### src/hdl/jse_pkg.sv
// Shared types and constants for the JSON string escaper.
// Used by the front, queue, back and top level; depends on nothing.
package jse_pkg;

	localparam int LENGTH_BITS_DEF = 16;
	localparam int QUEUE_DEPTH = 4;
	localparam int QUEUE_IDX_BITS = $clog2(QUEUE_DEPTH);
	localparam int MAX_BYTES = 8;
	localparam logic [15:0] CAPACITY_RESET = 16'd4096;

	localparam logic [7:0] CH_QUOTE = 8'h22;
	localparam logic [7:0] CH_BSLASH = 8'h5c;

	typedef enum logic [2:0] {
		CMD_RAW = 3'd0,
		CMD_STR = 3'd1,
		CMD_NULL = 3'd2,
		CMD_EMPTY = 3'd3,
		CMD_RESTART = 3'd4
	} cmd_t;

	typedef struct packed {
		logic [MAX_BYTES-1:0][7:0] bytes;
		logic [2:0] last_idx;
		logic present;
		logic discard;
		logic ok;
		logic [15:0] len;
	} job_t;

endpackage

### src/hdl/jse_front.sv
// Front part: accepts input beats, escapes them, checks capacity, builds jobs.
// Holds the capacity register and writer state; uses jse_pkg.
module jse_front import jse_pkg::*; #(
	parameter int LENGTH_BITS = LENGTH_BITS_DEF
) (
	input logic clk,
	input logic arst_n,
	input logic cfg_we,
	input logic [15:0] cfg_wdata,
	input logic in_valid,
	input logic [2:0] in_cmd,
	input logic [7:0] in_byte,
	input logic in_first,
	input logic in_last,
	input logic q_full,
	output logic in_ready,
	output logic push,
	output job_t push_job
);

	localparam int WB = ((LENGTH_BITS > 16) ? LENGTH_BITS : 16) + 1;

	logic [LENGTH_BITS-1:0] fill_q, rs_q, fill_n, rs_n, rs_nxt;
	logic healthy_q, healthy_n;
	logic [15:0] cap_q;
	logic [WB-1:0] cap_ext, lim, eff, sum;
	logic ready_now, fits, acc, is_start;
	logic [5:0][7:0] esc;
	logic [2:0] esc_n;
	logic [MAX_BYTES-1:0][7:0] sbuf;
	logic [3:0] n;
	logic [2:0] j;

	function automatic logic [7:0] hex_digit(input logic [3:0] v);
		return (v < 4'd10) ? (8'h30 + {4'd0, v}) : (8'h57 + {4'd0, v});
	endfunction

	assign in_ready = !q_full;
	assign acc = in_valid && in_ready;
	assign push = acc;

	always_comb begin
		esc = '0;
		esc_n = 3'd2;
		esc[0] = CH_BSLASH;
		unique case (in_byte)
			8'h22: esc[1] = CH_QUOTE;
			8'h5c: esc[1] = CH_BSLASH;
			8'h08: esc[1] = 8'h62;
			8'h0c: esc[1] = 8'h66;
			8'h0a: esc[1] = 8'h6e;
			8'h0d: esc[1] = 8'h72;
			8'h09: esc[1] = 8'h74;
			default: begin
				if (in_byte < 8'h20) begin
					esc[1] = 8'h75;
					esc[2] = 8'h30;
					esc[3] = 8'h30;
					esc[4] = hex_digit(in_byte[7:4]);
					esc[5] = hex_digit(in_byte[3:0]);
					esc_n = 3'd6;
				end else begin
					esc[0] = in_byte;
					esc_n = 3'd1;
				end
			end
		endcase
	end

	always_comb begin
		sbuf = '0;
		j = '0;
		for (int i = 0; i < MAX_BYTES; i++) begin
			j = 3'(i - (in_first ? 1 : 0));
			if (in_first && i == 0) begin
				sbuf[i] = CH_QUOTE;
			end else if (j < esc_n) begin
				sbuf[i] = esc[j];
			end else begin
				sbuf[i] = CH_QUOTE;
			end
		end
	end

	always_comb begin
		cap_ext = WB'(cap_q);
		lim = WB'(1) << LENGTH_BITS;
		eff = (cap_ext < lim) ? cap_ext : lim;
		ready_now = healthy_q && (cap_q != 16'd0) && (WB'(fill_q) < eff);

		push_job = '0;
		n = 4'd1;
		is_start = 1'b0;
		unique case (in_cmd)
			CMD_RAW: begin
				push_job.bytes[0] = in_byte;
				is_start = in_first;
			end
			CMD_STR: begin
				push_job.bytes = sbuf;
				n = 4'(in_first) + 4'(esc_n) + 4'(in_last);
				is_start = in_first;
			end
			CMD_NULL: begin
				push_job.bytes[0] = 8'h6e;
				push_job.bytes[1] = 8'h75;
				push_job.bytes[2] = 8'h6c;
				push_job.bytes[3] = 8'h6c;
				n = 4'd4;
				is_start = 1'b1;
			end
			CMD_EMPTY: begin
				push_job.bytes[0] = CH_QUOTE;
				push_job.bytes[1] = CH_QUOTE;
				n = 4'd2;
				is_start = 1'b1;
			end
			default: ;
		endcase

		rs_nxt = is_start ? fill_q : rs_q;
		sum = WB'(fill_q) + WB'(n);
		fits = ready_now && (sum < eff);

		fill_n = fill_q;
		rs_n = rs_nxt;
		healthy_n = healthy_q;
		unique case (in_cmd)
			CMD_RAW, CMD_STR, CMD_NULL, CMD_EMPTY: begin
				if (fits) begin
					fill_n = fill_q + LENGTH_BITS'(n);
					push_job.present = 1'b1;
					push_job.ok = 1'b1;
					push_job.last_idx = 3'(n - 4'd1);
					push_job.len = 16'(fill_q);
				end else begin
					healthy_n = 1'b0;
					fill_n = rs_nxt;
					push_job.discard = 1'b1;
					push_job.len = 16'(rs_nxt);
				end
			end
			CMD_RESTART: begin
				fill_n = '0;
				rs_n = '0;
				healthy_n = (cap_q != 16'd0);
				push_job.ok = (cap_q != 16'd0);
			end
			default: begin
				push_job.ok = ready_now;
				push_job.len = 16'(fill_q);
			end
		endcase
	end

	always_ff @(posedge clk or negedge arst_n) begin
		if (!arst_n) begin
			fill_q <= '0;
			rs_q <= '0;
			healthy_q <= 1'b1;
			cap_q <= CAPACITY_RESET;
		end else begin
			if (cfg_we) begin
				cap_q <= cfg_wdata;
			end
			if (acc) begin
				fill_q <= fill_n;
				rs_q <= rs_n;
				healthy_q <= healthy_n;
			end
		end
	end

endmodule

### src/hdl/jse_queue.sv
// Job queue between front and back parts.
// Small register FIFO of job_t entries; uses jse_pkg.
module jse_queue import jse_pkg::*; (
	input logic clk,
	input logic arst_n,
	input logic push,
	input job_t push_job,
	input logic pop,
	output logic full,
	output logic head_valid,
	output job_t head_job
);

	job_t mem_q [QUEUE_DEPTH];
	logic [QUEUE_IDX_BITS-1:0] wr_q, rd_q;
	logic [QUEUE_IDX_BITS:0] cnt_q;

	assign full = (cnt_q == (QUEUE_IDX_BITS+1)'(QUEUE_DEPTH));
	assign head_valid = (cnt_q != '0);
	assign head_job = mem_q[rd_q];

	always_ff @(posedge clk) begin
		if (push) begin
			mem_q[wr_q] <= push_job;
		end
	end

	always_ff @(posedge clk or negedge arst_n) begin
		if (!arst_n) begin
			wr_q <= '0;
			rd_q <= '0;
			cnt_q <= '0;
		end else begin
			if (push) begin
				wr_q <= (wr_q == QUEUE_IDX_BITS'(QUEUE_DEPTH - 1)) ? '0 :
					wr_q + QUEUE_IDX_BITS'(1);
			end
			if (pop) begin
				rd_q <= (rd_q == QUEUE_IDX_BITS'(QUEUE_DEPTH - 1)) ? '0 :
					rd_q + QUEUE_IDX_BITS'(1);
			end
			if (push && !pop) begin
				cnt_q <= cnt_q + (QUEUE_IDX_BITS+1)'(1);
			end else if (pop && !push) begin
				cnt_q <= cnt_q - (QUEUE_IDX_BITS+1)'(1);
			end
		end
	end

endmodule

### src/hdl/jse_back.sv
// Back part: walks the head job one output byte per cycle into an output register while the output is not stalled.
// Pops the queue after the last beat of a job; uses jse_pkg.
module jse_back import jse_pkg::*; (
	input logic clk,
	input logic arst_n,
	input logic head_valid,
	input job_t head_job,
	input logic out_ready,
	output logic pop,
	output logic out_valid,
	output logic [7:0] out_byte,
	output logic out_present,
	output logic out_end,
	output logic out_discard,
	output logic out_ok,
	output logic [15:0] out_len
);

	logic [2:0] k_q;
	logic adv, at_last;

	assign adv = head_valid && (!out_valid || out_ready);
	assign at_last = (k_q == head_job.last_idx);
	assign pop = adv && at_last;

	always_ff @(posedge clk) begin
		if (adv) begin
			out_byte <= head_job.present ? head_job.bytes[k_q] : 8'd0;
			out_present <= head_job.present;
			out_end <= at_last;
			out_discard <= head_job.discard;
			out_ok <= head_job.ok;
			out_len <= head_job.present ? (head_job.len + 16'(k_q) + 16'd1) : head_job.len;
		end
	end

	always_ff @(posedge clk or negedge arst_n) begin
		if (!arst_n) begin
			out_valid <= 1'b0;
			k_q <= '0;
		end else begin
			if (adv) begin
				out_valid <= 1'b1;
				k_q <= at_last ? '0 : k_q + 3'd1;
			end else if (out_ready) begin
				out_valid <= 1'b0;
			end
		end
	end

endmodule

### src/hdl/json_string_escaper_top.sv
// Top level of the JSON string escaper: front, job queue and back.
// Depends on jse_pkg, jse_front, jse_queue and jse_back.
//
// channel  dir  tdata                                         tuser / tlast
// s_*      in   [7:0] data_byte                               tuser [2:0] command, [3] first_of_run; tlast last_of_run
// m_*      out  [7:0] out_byte, [8] writer_ok, [24:9] length   tuser [0] byte_present, [1] discard_run; tlast run_end
// cfg_*    in   cfg_wdata = capacity                           cfg_we write strobe
//
// One result beat per cycle while m_tready is high; an item yields 1 to 8 beats.
// The back part's one-byte-per-cycle emission sets the sustained rate.
// The front accepts a beat every cycle while the four-entry job queue has room.
// A stalled m_tready fills the queue and then drops s_tready; reset empties it.
module json_string_escaper_top import jse_pkg::*; #(
	parameter int LENGTH_BITS = LENGTH_BITS_DEF
) (
	input logic clk,
	input logic arst_n,
	input logic cfg_we,
	input logic [15:0] cfg_wdata,
	input logic s_tvalid,
	output logic s_tready,
	input logic [7:0] s_tdata, // [7:0] data_byte
	input logic [3:0] s_tuser, // [2:0] command, [3] first_of_run
	input logic s_tlast,
	output logic m_tvalid,
	input logic m_tready,
	output logic [31:0] m_tdata, // [7:0] out_byte, [8] writer_ok, [24:9] written_length
	output logic [1:0] m_tuser, // [0] byte_present, [1] discard_run
	output logic m_tlast
);

	logic push, pop, q_full, head_valid;
	job_t push_job, head_job;
	logic [7:0] out_byte;
	logic out_present, out_discard, out_ok;
	logic [15:0] out_len;

	jse_front #(.LENGTH_BITS(LENGTH_BITS)) u_front (
		.clk(clk),
		.arst_n(arst_n),
		.cfg_we(cfg_we),
		.cfg_wdata(cfg_wdata),
		.in_valid(s_tvalid),
		.in_cmd(s_tuser[2:0]),
		.in_byte(s_tdata),
		.in_first(s_tuser[3]),
		.in_last(s_tlast),
		.q_full(q_full),
		.in_ready(s_tready),
		.push(push),
		.push_job(push_job)
	);

	jse_queue u_queue (
		.clk(clk),
		.arst_n(arst_n),
		.push(push),
		.push_job(push_job),
		.pop(pop),
		.full(q_full),
		.head_valid(head_valid),
		.head_job(head_job)
	);

	jse_back u_back (
		.clk(clk),
		.arst_n(arst_n),
		.head_valid(head_valid),
		.head_job(head_job),
		.out_ready(m_tready),
		.pop(pop),
		.out_valid(m_tvalid),
		.out_byte(out_byte),
		.out_present(out_present),
		.out_end(m_tlast),
		.out_discard(out_discard),
		.out_ok(out_ok),
		.out_len(out_len)
	);

	assign m_tdata = {7'd0, out_len, out_ok, out_byte};
	assign m_tuser = {out_discard, out_present};

endmodule

### config.mk
export PLATFORM = sky130hd
export DESIGN_NAME = json_string_escaper_top
export DESIGN_NICKNAME = d
export VERILOG_FILES = /design/src/hdl/jse_pkg.sv /design/src/hdl/jse_front.sv /design/src/hdl/jse_queue.sv /design/src/hdl/jse_back.sv /design/src/hdl/json_string_escaper_top.sv
export SDC_FILE = /design/constraint.sdc
export NUM_CORES = 1
export LEC_CHECK = 0
export BUFFER_PORTS_ARGS = -buffer_cell sky130_fd_sc_hd__buf_4
export CAP_MARGIN = 0
export CORE_AREA = 4 4 289 291
export CTS_CLUSTER_SIZE = 28
export DETAILED_ROUTE_END_ITERATION = 12
export DIE_AREA = 0 0 293 295
export HOLD_SLACK_MARGIN = 0.15
export PLACE_DENSITY_LB_ADDON = 0.12
export SYNTH_ARGS = -nofsm -noshare
export SYNTH_HDL_FRONTEND = slang
export SYNTH_HIERARCHICAL = 1
export SYNTH_SLANG_ARGS = --single-unit
### constraint.sdc
create_clock -name clk -period 10.3 [get_ports clk]
set_input_delay 0.515 -clock clk [delete_from_list [all_inputs] [get_ports clk]]
set_output_delay 0.515 -clock clk [all_outputs]
set_load 0.01 [all_outputs]
# After elaboration in Yosys (flattened, before gate mapping)
# Memory sizes are Yosys's and may differ from the RTL's.
# Index checks and enable logic that the tools add are counted.
# totals
ff_bits	88
ram_bits	344
inputBits	34
out_inout_bits	37
elab_cells	169
mem_count	1
# mem_list
memory	words	word_bits	read_ports	rd_ports_with_merged_regs	write_ports	line	source
u_queue.mem_q	4	86	1	0	1	jse_queue.sv:14	job_t mem_q [QUEUE_DEPTH];
# classes
add_sub_neg	24
n_lt_le_gt_ge	22
n_eq_ne	16
mux	66
reduce_logical	25
# op_table
op	n
binary-select mux 8 bit (select 3 bit)	9
two-way mux 8 bit	22
one-hot mux 16 bit (2 select lines)	3
two-way mux 16 bit	5
two-way mux 32 bit	2
one-hot mux 8 bit (7 select lines)	1
equality test 8 x 4 -> 1 bit, second input constant	5
two-way mux 40 bit	1
< comparator 3 x 4 -> 1 bit, second input constant	9
one-hot mux 8 bit (4 select lines)	1
< comparator 3 bit	8
one-hot mux 8 bit (3 select lines)	1
adder 16 x 4 -> 17 bit	1
< comparator 17 x 16 -> 1 bit	1
adder 16 x 1 -> 16 bit, second input constant	1
adder 16 x 3 -> 16 bit	1
adder 16 x 4 -> 16 bit	1
adder 7 x 4 -> 8 bit, first input constant	2
< comparator 16 bit	1
nonzero test 16 bit	1
two-way mux 3 bit	5
adder 6 x 4 -> 7 bit, first input constant	2
one-hot mux 4 bit (3 select lines)	1
equality test 8 x 6 -> 1 bit, second input constant	1
35 further kinds	68

# Longest topological paths before layout
# depth
word_depth	11
depth_mapped	27
depth_no_buf	24

# Cells and area by module
# Netlist, hierarchy kept.
# modules_own_cells
module	n_inst	cells_each	area_each_um2	seq_area_each_um2
jse_queue	1	487	12828.6	10505.1
jse_front	1	654	5218.8	1228.7
jse_back	1	147	1923.1	940.9
json_string_escaper_top	1	11	78.8	0.0

# Worst setup path after synthesis
# No wires, ideal clock.
# synth_path
path_kind	input to register
start	input port s_tdata[0]
end	memory u_queue/mem_q[0][0] (netlist bit), data pin
setup_ns	0.219
arrival_time_ns	5.616
t_required_ns	10.081
setup_slack_ns	4.465
cell_stages	25
path_buffers	3
cell_sequence	inv_1 -> ha_1 -> nor4b_2 -> and3_1 -> buf_2 -> nor4_4 -> inv_1 -> fa_1 -> inv_1 -> ha_1 -> nor2_1 -> mux2i_1 -> nand2_1 -> ha_1 -> o21a_1 -> a21oi_1 -> nor3_1 -> xor2_1 -> ha_1 -> nand3_1 -> nand2b_1 -> clkbuf_1 -> buf_1 -> a31oi_4 -> o31ai_1
# synth_lines
element	line	source
from (decl)	json_string_escaper_top.sv:22	input logic [7:0] s_tdata,
to (decl)	jse_queue.sv:14	

==> impl_metrics.py <==
metrics = {
    "sta": {
        "hold_viol": 0,
        "min_period_ns": 6.84,
        "setup_tns_ns": 0,
        "fin_crit_sh_pct": 66.4,
        "setup_viol_count_final": 0,
        "fmax_mhz": 146,
        "tightest_slew_ns": 0.978,
        "rsz0062_at_grt": "no",
        "maxSlewHeadroom_pct": 34.8,
        "finClkSkew_ns": 0.0416,
        "maxSlewViolCount": 0,
        "hold_slack_ns": 0.189,
        "finalWorstSetupSlack_ns": 3.46,
    },
    "route": {
        "vias": 11300,
        "top_layer": "met4",
        "wl_met2_um": 24300,
        "drc_errors": 0,
        "routedLengthMet1_um": 25100,
        "avgRoutedWirePerCell_um": 21.5,
        "wirelength_um": 52800,
        "drtIter0Drc": 636,
        "ant_nets": 0,
        "viasPerCell": 4.61,
        "dr.pass1.iters": 4,
        "wl_met3_um": 2480,
    },
    "synthesis": {
        "synth.distinct_cells": 72,
        "synth_compound_area_share_pct": 7.16,
        "synth_cells": 1299,
        "ys_ff_latch": 432,
        "synthFlopType": "edfxtp_1",
        "synth.area.top_cells": "edfxtp_1 (56%), mux4_2 (11%), dfrtp_1 (7.2%)",
        "synth_edf_count": 372,
        "syn_area_um2": 20000,
        "synth_fa_ha_area_share_pct": 4.02,
        "yosysWarnings": 6,
        "muxShareOfSynthArea_pct": 12.7,
        "ys_seq_area_share_pct": 63.2,
        "yosys.area_share.simple_pct": 7.23,
        "synth_top_family_by_area": "multiplexers",
        "postSynthAreaPerCell_um2": 15.4,
        "yosys.area.top_type_share_pct": 55.7,
        "async_reset_ff_share_pct": 13.9,
        "synth.largest_area_cell": "edfxtp_1",
        "synth-xor-area-share_pct": 1.52,
    },
    "global_routing": {
        "antenna_found_initial": 0,
        "grt_max_degree": 61,
        "grt_pass1_vias": 11900,
        "grt_usage_pct": 12.1,
        "gr-total-overflow": 0,
        "grt_pass1_wl_um": 79500,
    },
    "setup_path": {
        "cp-start-kind": "input pin",
        "cp-end-kind": "register",
        "criticalPathCategory": "input pin to register",
        "worst_ep_required_time_ns": 10.66,
        "cp.arrival_ns": 7.20,
        "crit_path_max_fanout": 18,
    },
    "clock_tree": {
        "clk_path_buf_depth": 3,
        "cts_sinks": 432,
        "clk_pin_slew_ns": 0.06,
        "clock_latency_ns": 0.60,
        "cts_htree_levels": 2,
        "cts_setup_buffers": 0,
        "cts_tree": "yes",
        "cts_inserted_buffers": 48,
        "clockRootBuffer": "clkbuf_16",
    },
    "power_and_ir_drop": {
        "comb_power_share_pct": 34.4,
        "irDropWorstVdd_v": 0.000125,
        "p_switching_w": 0.00236,
        "switching_share_pct": 34.6,
        "power_density_nw_per_um2": 294,
        "intPower_w": 0.00445,
        "power_leakage_nw": 8.07,
        "seqPwrFrac_pct": 41.2,
        "pwr-share-clk_pct": 24.3,
    },
    "die": {
        "coreArea_um2": 80500,
        "chipWidth_um": 293,
        "fp.dieH_um": 295,
        "die-area_um2": 86400,
        "io_pins": 71,
        "rows": 104,
        "start_util_pct": 24.9,
    },
    "final_layout": {
        "n_fill_cell": 8023,
        "final_layout_size_suffix_gt1_share_pct": 21.5,
        "final_core_util_pct": 28.7,
        "syn2layout_area_growth_pct": 15.4,
        "finalNetCount": 1457,
        "fin_area_um2": 23100,
        "diodes": 0,
    },
    "placement": {
        "placedInstanceArea_um2": 21500,
        "dp_slack_ns": 2.80,
        "place.port_buffers": 63,
        "dp_hpwl_um": 34000,
        "gp_congestion": 0.805,
    },
    "status": {
        "status": "finished clean",
    },
    "run": {
        "maxCapViolCount": 0,
    },
    "worst_hold_path": {
        "hold_class": "input pin to register",
    },
}
## final timing paths
check / slack (ns) / cells after the start / from / to
worst max-delay path: 3.46 / 26 / s_tdata[0] / u_queue/mem_q[1][21]
worst min-delay path: 0.19 / 2 / cfg_wdata[0] / u_front/cap_q[0]
worst max register to register: 5.44 / 13 / u_front/fill_q[1] / u_queue/mem_q[1][21]
worst min register to register: 0.48 / 1 / u_queue/cnt_q[2] / u_queue/cnt_q[2]
max in group asynchronous: 9.04 / 2 / arst_n / u_queue/rd_q[0]
min in group asynchronous: 0.59 / 2 / arst_n / u_front/cap_q[8]
## cells in the mapped netlist, drive strengths merged, types with 3 or more instances
cell type,n
a2111oi,3
a211oi,4
a21o,10
a21oi,46
a22o,15
a22oi,3
a31oi,18
and2,7
and3,11
and4,4
buf,65
clkbuf,39
clkinv,3
dfrtp,58
edfxtp,372
fa,4
ha,58
inv,48
mux2,20
mux2i,3
mux4,102
nand2,108
nand2b,10
nand3,20
nand4,13
nor2,42
nor2b,6
nor3,11
nor3b,4
nor4,37
o211ai,3
o21a,8
o21ai,46
o31ai,30
or3,5
xnor2,23
xor2,11
## registers in the layout, summed over array words and instances (netlist names), 2 cells and up
signal,flops
u_back/k_q,3
u_back/out_byte,8
u_back/out_len,16
u_front/cap_q,16
u_front/fill_q,16
u_front/rs_q,16
u_queue/cnt_q,3
u_queue/mem_q,344
u_queue/rd_q,2
u_queue/wr_q,2
## layout by cell type, fill, tap and decap left out, types with 22 or more instances in the layout
| cell type | synthesis | layout |
|---|---|---|
| edfxtp_1 | 372 | 372 |
| conb_1 | 2 | 22 |
| buf_4 | 37 | 80 |
| xnor2_1 | 23 | 23 |
| nor2_1 | 41 | 41 |
| inv_1 | 48 | 48 |
| ha_1 | 58 | 58 |
| nand2_1 | 108 | 108 |
| dfrtp_1 | 58 | 55 |
| a21oi_1 | 46 | 44 |
| nor4_1 | 35 | 35 |
| mux4_2 | 102 | 102 |
| o21ai_0 | 45 | 45 |
| o31ai_1 | 30 | 30 |
| clkbuf_16 | 0 | 48 |
## power groups by stage
| stage | clock network, W | registers (W) | logic, W |
|---|---|---|---|
| 2_1_floorplan | 0 | 0.00268 | 0.00175 |
| 3_3_place_gp | 0 | 0.00285 | 0.00239 |
| 3_5_place_dp | 0 | 0.00286 | 0.00239 |
| 4_1_cts | 0.00172 | 0.00283 | 0.00241 |
| 5_1_grt | 0.00180 | 0.00287 | 0.00258 |
| 6_report | 0.00166 | 0.00280 | 0.00234 |
## metrics by stage
stage / instances / total power, W
2_1_floorplan: 1319 / 0.00444
3_3_place_gp: 2355 / 0.00524
3_5_place_dp: 2355 / 0.00525
4_1_cts: 2458 / 0.00695
5_1_grt: 2458 / 0.00725
6_report: 2458 / 0.00680
## logic make-up after synthesis
family | after synthesis
buf+inv | 155
mux | 125
other cells | 2
simple gates | 285
fa+ha+maj | 62
xor+xnor | 34
compound gates | 204
flops | 432
## what timing repair did
action                                  CTS  global route
endpoints found under the setup margin    0             0
hold endpoints to repair                 73             0
resized for setup                         0             0
hold buffers                             16             0
## critical path: stages
cell and delay, ns:
buf_4 0.10, inv_1 0.07, ha_1 0.21, nor4b_2 0.18
and3_1 0.30, nor4_4 0.58, inv_1 0.12, fa_1 0.40
inv_1 0.07, ha_1 0.15, nor2_1 0.05, mux2i_1 0.31
nand2_1 0.11, ha_1 0.36, o21a_1 0.21, a21oi_1 0.50
nor2_1 0.13, xor2_1 0.22, ha_1 0.26, and2_0 0.15
a221oi_1 0.24, o311a_1 0.22, o211ai_2 0.32, buf_4 0.34
or4_1 0.65, nor3b_1 0.40
## routing by layer
| layer | up-vias | track usage [%] |
|---|---|---|
| li1 | 5160 | - |
| met1 | 5893 | 17.3 |
| met2 | 210 | 19.3 |
| met3 | 60 | 2.34 |
| met4 | 0 | 2.82 |
| met5 | - | 0 |
## final cells by class
cell class	instances	area (µm²)	area share [%]
Timing Repair Buffer	96	761	3.29
Clock inverter	28	256	1.11
Sequential cell	432	12700	54.8
Inverter	51	191	0.828
Clock buffer	59	1260	5.46
Tap cell	1060	1330	5.73
Multi-Input combinational cell	732	6650	28.8
Power figures use the tool's default switching activity.
